===== src/rtl/fsk_pulse_sync_and_bit_decoder_unit_assert.svh =====
// assertion macros for the fsk pulse sync and bit decoder unit
// used by the top level only, needs clk and rst in scope
`ifndef FSK_PULSE_SYNC_AND_BIT_DECODER_UNIT_ASSERT_SVH
`define FSK_PULSE_SYNC_AND_BIT_DECODER_UNIT_ASSERT_SVH

// same-cycle implication
`define FPSBD_ASSERT_NOW(label, ante, cons) \
  label: assert property (@(posedge clk) disable iff (rst) (ante) |-> (cons)) \
    else $error("fpsbd check failed");

// next-cycle implication
`define FPSBD_ASSERT_NEXT(label, ante, cons) \
  label: assert property (@(posedge clk) disable iff (rst) (ante) |=> (cons)) \
    else $error("fpsbd check failed");

`endif


===== src/rtl/fpsbd_pkg.sv =====
// shared types and constants of the fsk pulse sync and bit decoder
// no dependencies
package fpsbd_pkg;

  localparam int unsigned SyncCountWidth = 8;
  localparam int unsigned OutTimeWidth   = 8;
  localparam logic [SyncCountWidth-1:0] SyncCountReset = 8'd8;
  localparam logic [SyncCountWidth-1:0] MatchMax       = 8'hFF;

  typedef enum logic [2:0] {
    PH_IDLE      = 3'd0,
    PH_HUNT_LOW  = 3'd1,
    PH_HUNT_HIGH = 3'd2,
    PH_BIT_WAIT  = 3'd3,
    PH_BIT_TIME  = 3'd4
  } phase_t;

  typedef enum logic {
    EV_SYNC = 1'b0,
    EV_BIT  = 1'b1
  } event_kind_t;

  typedef struct packed {
    logic start_sync;
    logic pin_level;
  } in_item_t;

  typedef struct packed {
    logic                    high_longer;
    logic [OutTimeWidth-1:0] high_time;
    logic [OutTimeWidth-1:0] low_time;
    logic                    bit_value;
    event_kind_t             event_kind;
  } result_t;

  typedef struct packed {
    logic    valid;
    result_t res;
  } dec_out_t;

endpackage


===== src/rtl/fsk_pulse_sync_and_bit_decoder_unit.sv =====
// channel   | bus                          | request
// input     | s_tvalid s_tready s_tdata    | one line sample per timer tick
// output    | m_tvalid m_tready m_tdata/user | sync or decoded bit event
// config    | cfg_we cfg_wdata             | sync_count write
// an accepted sample waits in the input register until the output register is free and is then decoded,
// so its event, if any, is registered in the output register and valid on the output from there
// one sample per cycle sustained while the output is not held, set by the single state update per tick
// rst is synchronous; reset state is idle with sync_count 8
// a held output stalls the input register, which still takes one more sample
// top level, depends on fpsbd_pkg, fpsbd_in_stage, fpsbd_decode, fpsbd_out_reg
`include "fsk_pulse_sync_and_bit_decoder_unit_assert.svh"
module fsk_pulse_sync_and_bit_decoder_unit #(
  parameter int unsigned TIME_WIDTH = 8
) (
  input  logic        clk,
  input  logic        rst,
  input  logic        s_tvalid,
  output logic        s_tready,
  input  logic [7:0]  s_tdata,   // pin_level, start_sync, zero fill
  output logic        m_tvalid,
  input  logic        m_tready,
  output logic [23:0] m_tdata,   // bit_value, low_time[7:0], high_time[7:0], high_longer, zero fill
  output logic        m_tuser,   // event_kind
  input  logic        cfg_we,
  input  logic [7:0]  cfg_wdata
);

  fpsbd_pkg::in_item_t s_item, item;
  fpsbd_pkg::dec_out_t dec;
  fpsbd_pkg::result_t  res;
  logic stage_valid, out_free, advance;

  assign s_item.pin_level  = s_tdata[0];
  assign s_item.start_sync = s_tdata[1];
  assign advance = stage_valid && out_free;

  fpsbd_in_stage u_in (
    .clk      (clk),
    .rst      (rst),
    .s_tvalid (s_tvalid),
    .s_tready (s_tready),
    .s_item   (s_item),
    .advance  (advance),
    .valid    (stage_valid),
    .item     (item)
  );

  fpsbd_decode #(
    .TIME_WIDTH (TIME_WIDTH)
  ) u_dec (
    .clk       (clk),
    .rst       (rst),
    .cfg_we    (cfg_we),
    .cfg_wdata (cfg_wdata),
    .en        (advance),
    .item      (item),
    .dec       (dec)
  );

  fpsbd_out_reg u_out (
    .clk      (clk),
    .rst      (rst),
    .advance  (advance),
    .dec      (dec),
    .free     (out_free),
    .m_tvalid (m_tvalid),
    .m_tready (m_tready),
    .res      (res)
  );

  assign m_tuser = res.event_kind;
  assign m_tdata = {6'd0, res.high_longer, res.high_time, res.low_time, res.bit_value};

  `FPSBD_ASSERT_NOW(a_stall_cause, !s_tready, stage_valid && m_tvalid && !m_tready)
  `FPSBD_ASSERT_NOW(a_sync_no_bit, m_tvalid && (m_tuser == fpsbd_pkg::EV_SYNC), !m_tdata[0])
  `FPSBD_ASSERT_NOW(a_bit_no_times, m_tvalid && (m_tuser == fpsbd_pkg::EV_BIT),
                    m_tdata[17:1] == 17'd0)
  `FPSBD_ASSERT_NEXT(a_event_follows, advance && dec.valid, m_tvalid)

endmodule


===== src/rtl/fpsbd_in_stage.sv =====
// input register of the fsk pulse sync and bit decoder
// depends on fpsbd_pkg
module fpsbd_in_stage (
  input  logic               clk,
  input  logic               rst,
  input  logic               s_tvalid,
  output logic               s_tready,
  input  fpsbd_pkg::in_item_t s_item,
  input  logic               advance,
  output logic               valid,
  output fpsbd_pkg::in_item_t item
);

  assign s_tready = !valid || advance;

  always_ff @(posedge clk) begin
    if (rst) begin
      valid <= 1'b0;
    end else if (s_tvalid && s_tready) begin
      valid <= 1'b1;
    end else if (advance) begin
      valid <= 1'b0;
    end
  end

  always_ff @(posedge clk) begin
    if (s_tvalid && s_tready) begin
      item <= s_item;
    end
  end

endmodule


===== src/rtl/fpsbd_decode.sv =====
// pulse timing, preamble match and bit decision state machine
// depends on fpsbd_pkg
module fpsbd_decode #(
  parameter int unsigned TIME_WIDTH = 8
) (
  input  logic                clk,
  input  logic                rst,
  input  logic                cfg_we,
  input  logic [7:0]          cfg_wdata,
  input  logic                en,
  input  fpsbd_pkg::in_item_t item,
  output fpsbd_pkg::dec_out_t dec
);

  fpsbd_pkg::phase_t phase, phase_next;
  logic [TIME_WIDTH-1:0] tick_count, tick_count_next;
  logic [7:0] match_count, match_count_next;
  logic [7:0] sync_count;
  logic [TIME_WIDTH-1:0] prev_high_time, prev_high_time_next;
  logic [TIME_WIDTH-1:0] ref_low_time, ref_low_time_next;
  logic [TIME_WIDTH-1:0] ref_high_time, ref_high_time_next;
  logic longer_is_high, longer_is_high_next;
  logic last_level, last_level_next;

  logic [TIME_WIDTH-1:0] t, tol, ref_sel;
  logic [TIME_WIDTH:0] win_lo, win_hi, bit_thr;
  logic is_match, pulse_edge, longer_new;
  logic [7:0] match_upd;

  always_comb begin
    t        = tick_count + TIME_WIDTH'(1);
    tol      = t >> 2;
    win_lo   = {1'b0, t} - {1'b0, tol};
    win_hi   = {1'b0, t} + {1'b0, tol};
    is_match = ({1'b0, prev_high_time} > win_lo) && ({1'b0, prev_high_time} < win_hi);
    match_upd = is_match ? ((match_count == fpsbd_pkg::MatchMax) ? match_count
                                                                 : match_count + 8'd1)
                         : 8'd0;
    longer_new = t > ref_low_time;
    ref_sel  = longer_is_high ? ref_high_time : ref_low_time;
    bit_thr  = {1'b0, ref_sel} + {1'b0, ref_sel >> 2};

    phase_next          = phase;
    match_count_next    = match_count;
    prev_high_time_next = prev_high_time;
    ref_low_time_next   = ref_low_time;
    ref_high_time_next  = ref_high_time;
    longer_is_high_next = longer_is_high;
    last_level_next     = last_level;
    pulse_edge          = 1'b0;
    dec                 = '0;

    case (phase)
      fpsbd_pkg::PH_HUNT_LOW: begin
        if (item.pin_level) begin
          pulse_edge        = 1'b1;
          ref_low_time_next = t;
          last_level_next   = 1'b1;
          phase_next        = fpsbd_pkg::PH_HUNT_HIGH;
        end
      end
      fpsbd_pkg::PH_HUNT_HIGH: begin
        if (!item.pin_level) begin
          pulse_edge          = 1'b1;
          ref_high_time_next  = t;
          last_level_next     = 1'b0;
          match_count_next    = match_upd;
          prev_high_time_next = t;
          if (match_upd >= sync_count) begin
            longer_is_high_next    = longer_new;
            dec.valid              = 1'b1;
            dec.res.event_kind     = fpsbd_pkg::EV_SYNC;
            dec.res.low_time       = 8'(ref_low_time);
            dec.res.high_time      = 8'(t);
            dec.res.high_longer    = longer_new;
            phase_next             = fpsbd_pkg::PH_BIT_WAIT;
          end else begin
            phase_next = fpsbd_pkg::PH_HUNT_LOW;
          end
        end
      end
      fpsbd_pkg::PH_BIT_WAIT: begin
        if (item.start_sync) begin
          match_count_next = 8'd0;
          phase_next       = fpsbd_pkg::PH_HUNT_LOW;
        end else if (item.pin_level == longer_is_high) begin
          pulse_edge      = 1'b1;
          last_level_next = item.pin_level;
          phase_next      = fpsbd_pkg::PH_BIT_TIME;
        end
      end
      fpsbd_pkg::PH_BIT_TIME: begin
        if (item.start_sync) begin
          match_count_next = 8'd0;
          phase_next       = fpsbd_pkg::PH_HUNT_LOW;
        end else if (item.pin_level != last_level) begin
          pulse_edge          = 1'b1;
          last_level_next     = item.pin_level;
          dec.valid           = 1'b1;
          dec.res.event_kind  = fpsbd_pkg::EV_BIT;
          dec.res.bit_value   = {1'b0, t} > bit_thr;
          phase_next          = fpsbd_pkg::PH_BIT_WAIT;
        end
      end
      default: begin
        if (item.start_sync) begin
          match_count_next = 8'd0;
          phase_next       = fpsbd_pkg::PH_HUNT_LOW;
        end else begin
          phase_next = fpsbd_pkg::PH_IDLE;
        end
      end
    endcase

    tick_count_next = pulse_edge ? '0 : t;
  end

  always_ff @(posedge clk) begin
    if (rst) begin
      phase          <= fpsbd_pkg::PH_IDLE;
      tick_count     <= '0;
      match_count    <= '0;
      prev_high_time <= '0;
      ref_low_time   <= '0;
      ref_high_time  <= '0;
      longer_is_high <= 1'b0;
      last_level     <= 1'b0;
    end else if (en) begin
      phase          <= phase_next;
      tick_count     <= tick_count_next;
      match_count    <= match_count_next;
      prev_high_time <= prev_high_time_next;
      ref_low_time   <= ref_low_time_next;
      ref_high_time  <= ref_high_time_next;
      longer_is_high <= longer_is_high_next;
      last_level     <= last_level_next;
    end
  end

  always_ff @(posedge clk) begin
    if (rst) begin
      sync_count <= fpsbd_pkg::SyncCountReset;
    end else if (cfg_we) begin
      sync_count <= cfg_wdata;
    end
  end

endmodule


===== src/rtl/fpsbd_out_reg.sv =====
// result register of the fsk pulse sync and bit decoder
// depends on fpsbd_pkg
module fpsbd_out_reg (
  input  logic                clk,
  input  logic                rst,
  input  logic                advance,
  input  fpsbd_pkg::dec_out_t dec,
  output logic                free,
  output logic                m_tvalid,
  input  logic                m_tready,
  output fpsbd_pkg::result_t  res
);

  assign free = !m_tvalid || m_tready;

  always_ff @(posedge clk) begin
    if (rst) begin
      m_tvalid <= 1'b0;
    end else if (advance) begin
      m_tvalid <= dec.valid;
    end else if (m_tready) begin
      m_tvalid <= 1'b0;
    end
  end

  always_ff @(posedge clk) begin
    if (advance && dec.valid) begin
      res <= dec.res;
    end
  end

endmodule

===== config.mk =====
export PLATFORM = sky130hd
export DESIGN_NAME = fsk_pulse_sync_and_bit_decoder_unit
export DESIGN_NICKNAME = d
export VERILOG_FILES = /design/src/rtl/fpsbd_pkg.sv /design/src/rtl/fsk_pulse_sync_and_bit_decoder_unit.sv /design/src/rtl/fpsbd_in_stage.sv /design/src/rtl/fpsbd_decode.sv /design/src/rtl/fpsbd_out_reg.sv
export VERILOG_INCLUDE_DIRS = /design/src /design/src/rtl
export SDC_FILE = /design/constraint.sdc
export NUM_CORES = 1
export LEC_CHECK = 0
export BUFFER_PORTS_ARGS = -buffer_cell sky130_fd_sc_hd__buf_4
export CAP_MARGIN = 20
export CORE_AREA = 4 4 105 117
export DETAILED_ROUTE_END_ITERATION = 10
export DIE_AREA = 0 0 109 121
export PLACE_DENSITY_LB_ADDON = 0.15
export SLEW_MARGIN = 10
export SYNTH_ARGS = -nofsm -noshare
export SYNTH_HDL_FRONTEND = slang
export SYNTH_SLANG_ARGS = --single-unit
export TNS_END_PERCENT = 10

===== constraint.sdc =====
create_clock -name clk -period 6.35 [get_ports clk]
set_input_delay 1.27 -clock clk [delete_from_list [all_inputs] [get_ports clk]]
set_output_delay 1.27 -clock clk [all_outputs]
set_load 0.05 [all_outputs]

; ---- After elaboration in Yosys (flattened, before gate mapping)
; Cells that the tools add are included.
[op_classes]
n_eq_ne = 15
mul = 0
div_mod_pow = 0
muxes = 38
shift = 0
n_lt_le_gt_ge = 5
n_reduce_logical = 21
addsub = 5
n_bitwise = 6
[op_table]
columns = operator, count
row1 = $mux 8, 6
row2 = $mux 18, 2
row3 = $add 8x6->9, 2
row4 = $gt 8x9->1, 2
row5 = $mux 1, 18
row6 = $mux 3, 6
row7 = $add 8x1->8 const B, 2
row8 = $pmux 8 s2, 1
row9 = $pmux 3 s4, 1
row10 = $lt 8x9->1, 1
row11 = $sub 8x6->9, 1
row12 = $eq 8x8->1 const B, 1
row13 = $ge 8x8->1, 1
row14 = $gt 8x8->1, 1
row15 = $ne 2x2->1 const B, 4
row16 = $pmux 1 s4, 2
row17 = $reduce_and 4->1, 2
row18 = $reduce_and 8->1, 1
row19 = $eq 3x2->1 const B, 2
row20 = $ne 3x2->1 const B, 2
row21 = $not 1->1, 6
row22 = $reduce_and 3->1, 2
row23 = $reduce_bool 2->1, 3
row24 = $reduce_or 3->1, 2
row25 = other kinds (13), 19
[totals]
word_cells = 107
memories = 0
output_inout_bits = 27
ram_bits = 0
rom_bits = 0
reg_bits = 68
inputBits = 21
latch_bits = 0

; ---- Depth between registers and ports, before layout
[depth]
word_depth = 10
depth_mapped = 32
depth_no_buf = 30

; ---- Hierarchy
; From an unflattened synthesis, not the netlist that was laid out.
[hier_totals]
cells_unflattened = 554
area_unflattened_um2 = 4840.9
[by_module_without_submodules]
columns = module, seq_area_each_um2, cells_per_inst, area_each_um2, n_inst
row1 = fpsbd_decode, 900.9, 515, 4040.1, 1
row2 = fpsbd_out_reg, 590.6, 24, 630.6, 1
row3 = fpsbd_in_stage, 80.1, 7, 115.1, 1
row4 = fsk_pulse_sync_and_bit_decoder_unit, 0.0, 8, 55.1, 1

; ---- Worst setup path before layout
; Ideal clock, no wire load.
[synth_timing]
path_kind = reg2reg
start = reg u_dec.tick_count[0]
end = reg u_out.res[0] (netlist name)
setup_slack_ns = 0.176
setup_time_ns = 0.377
synth_period_minus_slack_ns = 6.174
t_arrival_ns = 5.797
required_time_ns = 5.973
path_stages_with_launch = 27
n_path_buf = 2
cell_sequence = dfxtp_1 -> ha_1 -> nand3_1 -> xor2_1 -> inv_1 -> ha_1 -> clkbuf_1 -> a21oi_1 -> nor3_1 -> a2111oi_1 -> a31oi_4 -> xnor2_1 -> ha_1 -> a21o_1 -> a221oi_1 -> a32o_2 -> nand3_2 -> buf_4 -> a21o_1 -> ha_1 -> nand2b_1 -> a21o_1 -> a21oi_1 -> o211a_1 -> a221oi_1 -> nor2b_1 -> o21a_1
[synth_via]
elab_chain_cells = 10
word_cells_on_any_way = 12
classes_between = 3 x add/sub / 3 x order compare / 4 x mux / 2 x reduce/logical
[synth_rtl]
columns = item, line
row1 = from (decl), fpsbd_decode.sv:16  ; logic [TIME_WIDTH-1:0] tick_count, tick_count_next;
row2 = from (signal assigned), fpsbd_decode.sv:130  ; tick_count <= tick_count_next;
row3 = $add 8x1->8 (*), fpsbd_decode.sv:31  ; t = tick_count + TIME_WIDTH'(1);
row4 = named net u_dec.t[4], fpsbd_decode.sv:25  ; logic [TIME_WIDTH-1:0] t, tol, ref_sel;
row5 = $sub 8x6->9 / $add 8x6->9 (equally long branches), "fpsbd_decode.sv:33, fpsbd_decode.sv:34"
row6 = $gt 8x9->1 / $lt 8x9->1 (equally long branches), fpsbd_decode.sv:35  ; is_match = ({1'b0, prev_high_time} > win_lo) && ({1'b0, prev_high_time} < win_hi);
row7 = $logic_and 1x1->1 (*), fpsbd_decode.sv:35
row8 = $mux 8 (*), fpsbd_decode.sv:36  ; match_upd = is_match ? ((match_count == fpsbd_pkg::MatchMax) ? match_count
row9 = $ge 8x8->1 (*), fpsbd_decode.sv:69  ; if (match_upd >= sync_count) begin
row10 = $mux 18 (*), fpsbd_decode.sv:69
row11 = $mux 18 (*), fpsbd_decode.sv:63  ; if (!item.pin_level) begin
row12 = $pmux 1 s2 (*), fpsbd_decode.sv:53  ; case (phase)
row13 = $logic_and 1x1->1 (*), fpsbd_out_reg.sv:27  ; if (advance && dec.valid) begin
; Mark *: on every way through the listed nets, which the timed path passes. The rest lies on a longest branch.
; A chain may end at the register's enable or synchronous reset.

; ---- Worst setup path in the final report
[layout_timing]
start = reg u_dec.tick_count[1]
end = reg u_out.res[6] (netlist name)
[layout_via]
elab_chain_cells = 10
word_cells_on_any_way = 12
classes_between = 3 x add/sub / 3 x order compare / 4 x mux / 2 x reduce/logical
[layout_rtl]
columns = item, line
row1 = $add 8x1->8 (*), fpsbd_decode.sv:31
row2 = named net u_dec.t[2], fpsbd_decode.sv:25
row3 = $sub 8x6->9 / $add 8x6->9 (equally long branches), "fpsbd_decode.sv:33, fpsbd_decode.sv:34"
row4 = $gt 8x9->1 / $lt 8x9->1 (equally long branches), fpsbd_decode.sv:35
row5 = $logic_and 1x1->1 (*), fpsbd_decode.sv:35
row6 = $mux 8 (*), fpsbd_decode.sv:36
row7 = $ge 8x8->1 (*), fpsbd_decode.sv:69
row8 = $mux 18 (*), fpsbd_decode.sv:69
row9 = $mux 18 (*), fpsbd_decode.sv:63
row10 = $pmux 1 s2 (*), fpsbd_decode.sv:53
row11 = $logic_and 1x1->1 (*), fpsbd_out_reg.sv:27
; Marked as above.

==> metrics.yaml <==
run_status:
  status: "finished clean"
worst_hold_path:
  holdPathEnd: "u_dec.sync_count[4]"
  hp-class: "register to register"
  hp-start: "u_dec.sync_count[4]"
  hold_path_depth: 2
final_layout:
  drive_above_1_share_pct: 13.2
  final_cells: 769
  syn_to_final_growth_pct: 15.7
  fill_cells: 1056
  finalCoreUtilization_pct: 50.2
  n_antenna_cell: 0
  nets: 694
grt:
  grt_start_max_net_pins: 43
  grt_pass1_wl_mm: 19.7
  grt_overflow: 0
  grt_usage_pct: 19.0
  grt_pass1_vias: 4069
  antenna_found_initial: 0
placement:
  place_inst: 752
  io_buffers: 35
  gp_congestion: 0.848
  hpwl_mm: 8.82
critical_path:
  slowest_delay_ns: 0.42
  required_ns: 6.39
  crit_buf_inv: 3
  r2r_slack_ns: 0.48
  arrival_ns: 5.91
  cpMostUsedCell: "ha_1"
  critPathSlowestCell: "fa_1"
  r2r_start: "u_dec.tick_count[1]"
  ff2ff_path_depth: 26
  timing.rr.end: "u_out.res[6]"
  cp-start-kind: "register"
  path_class: "register to register"
  endpoint_kind: "register"
  path_max_fanout: 20
  critPathTopFamily: "compound AO/OA/AOI/OAI gates"
routing:
  first_iter_violations: 140
  wl_per_cell_um: 15.0
  routed_wl_mm: 11.5
  via_count: 4076
  drt_first_pass_iters: 4
  ant_nets: 0
  viasPerCell: 5.30
  drc_errors: 0
die:
  die_area_sq_um: 13200
  io_pins: 48
  die_y_um: 121
  start_util_pct: 43.4
  core_sq_um: 11200
  std_cell_rows: 41
  die_w_um: 109
power_and_ir_drop:
  power_leakage_nw: 2.27
  power_density_nw_per_um2: 190
  ir_drop_mv: 0.122
cts:
  hold_buffers: 0
  max-clock-path-buffers: 2
  tritoncts: "built"
  cts_resized: 0
  cts_buffers: 9
  cts_setup_buffers: 0
  clock_latency_ns: 0.33
  clkTransAtPathRegs_ns: 0.06
  cts_root_buf: "clkbuf_16"
  clock-sinks: 68
  htreeDepth: 3
synth:
  synth-seq-cells: 68
  synthSimpleGateAreaFrac_pct: 19.0
  synth_mux_area_share_pct: 2.70
  ys_warn_count: 0
  ys_top_cells_by_count: "nor2_1, ha_1, dfxtp_1"
  yosys.area.top_type: "dfxtp_1"
  synth.most_common_cell: "nor2_1"
  synthCells: 575
  synth_top_family_by_area: "compound AO/OA/AOI/OAI gates"
  synth_area_sq_um: 4870
  synth-seq-area-share_pct: 32.3
  yosys-top-cells-area: "dfxtp_1, ha_1, edfxtp_1"
  yosysTopAreaCellShare_pct: 19.3
  synth_edf_count: 21
  synth-compound-area-share_pct: 19.1
  ys_async_sr_fraction_pct: 0
  synth_flop_cell: "dfxtp_1"
  syn_avg_cell_area_sq_um: 8.47
  ys_types: 60
  synth_xor_area_share_pct: 5.03
  synthAdderAreaFrac_pct: 15.9
timing:
  setup_viol: 0
  fin_setup_tns_ns: 0
  rsz0062_at_grt: "false"
  post-route-period-util_pct: 92.4
  worstMarginPinSlew_ns: 0.616
  finalHoldViolCount: 0
  clock_skew_ns: 0.00649
  slew_headroom_pct: 58.9
  period_needed_ns: 5.87
  max_freq_ghz: 0.170
  final_max_slew_viol_count: 0
run:
  maxCapViolCount: 0
## cell usage in the layout (no fill, tap or decap), types with 5 or more instances in the layout
master / Yosys / final
buf_4: 7 / 51
nor2_1: 80 / 80
a21oi_1: 38 / 38
dfxtp_1: 47 / 47
nand3_1: 11 / 11
edfxtp_1: 21 / 21
a22oi_1: 7 / 7
xor2_1: 7 / 7
a21o_1: 14 / 14
o21a_1: 8 / 8
nor3_1: 11 / 11
conb_1: 1 / 6
a211oi_1: 17 / 17
xnor2_1: 21 / 21
o21ai_0: 27 / 27
clkbuf_16: 0 / 9
nand2_1: 33 / 33
inv_1: 36 / 36
ha_1: 57 / 57
mux2i_1: 12 / 12
nor2b_1: 13 / 13
and2_1: 5 / 5
nand2b_1: 13 / 13
nand4_1: 6 / 6
## area by class of cell
| type | count | area [sq um] | area share (%) |
|---|---|---|---|
| clock buffers | 10 | 229 | 4.06 |
| multi-input cells | 442 | 3030 | 53.7 |
| repair buffers | 53 | 408 | 7.23 |
| flip-flops and latches | 68 | 1570 | 27.9 |
| well taps | 150 | 188 | 3.33 |
| inverters | 40 | 150 | 2.66 |
| clock inverters | 6 | 63.8 | 1.13 |
## worst register-to-register path: cells and delay by family (launching register included)
family,cells,cell delay [ns]
adder cells (fa/ha/maj),5,1.43
buffers and inverters,3,0.47
AND/OR/NAND/NOR,4,0.49
flip-flops,1,0.35
XOR/XNOR,2,0.38
AO/OA/AOI/OAI,12,2.47
## registers in the layout, indices dropped and copies added, names as in the netlist
| name | cells |
|---|---|
| u_out.res | 19 |
| u_dec.match_count | 8 |
| u_dec.prev_high_time | 8 |
| u_dec.ref_low_time | 8 |
| u_dec.sync_count | 8 |
| u_dec.tick_count | 8 |
| u_dec.phase | 3 |
| u_in.item | 2 |
| u_dec.last_level | 1 |
| u_dec.longer_is_high | 1 |
| u_in.valid | 1 |
| u_out.m_tvalid | 1 |
## worst max path at each step
stage	cells past startpoint	end	start
global route	26	u_out.res[6]	u_dec.tick_count[1]
finish	26	u_out.res[6]	u_dec.tick_count[1]
detailed placement	26	u_out.res[1]	u_dec.tick_count[1]
CTS	26	u_out.res[6]	u_dec.tick_count[1]
global placement	26	u_out.res[10]	u_dec.tick_count[1]
floorplan	26	u_out.res[0]	u_dec.tick_count[0]
## cell families after synthesis
family,Yosys count
AOI/OAI and AO/OA,140
xor gates and xnor gates,28
adders and majority gates,61
buffers and inverters,70
DFF,68
muxes,13
other,1
and+or+nand+nor,194
## per-layer routing
| layer | GRT usage [%] | wire length (um) | share of wire (%) |
|---|---|---|---|
| met1 | 24.6 | 5230 | 45 |
| met2 | 32.1 | 5660 | 49 |
| met3 | 2.98 | 412 | 3.6 |
| met4 | 6.31 | 246 | 2.1 |
| met5 | 0 | 0 | 0 |
## power by group
part           internal, W  switching, W  leakage, nW
sequential        0.000453    0.00000788        0.532
combinational    0.0000480     0.0000681         1.60
clock             0.000304      0.000192        0.139
## per-stage QoR
step           hold WS, ns  total power [W]  instance area (sq um)  setup WS, ns
3_5_place_dp         0.483         0.000586                   5340         0.457
3_3_place_gp         0.474         0.000584                   5340         0.550
6_report             0.494          0.00107                   5640         0.481
5_1_grt              0.519          0.00112                   5640        0.0699
2_1_floorplan        0.460         0.000557                   4890         0.176
4_1_cts              0.497          0.00108                   5630         0.431
Note: power is estimated with default switching activity, not from simulation.
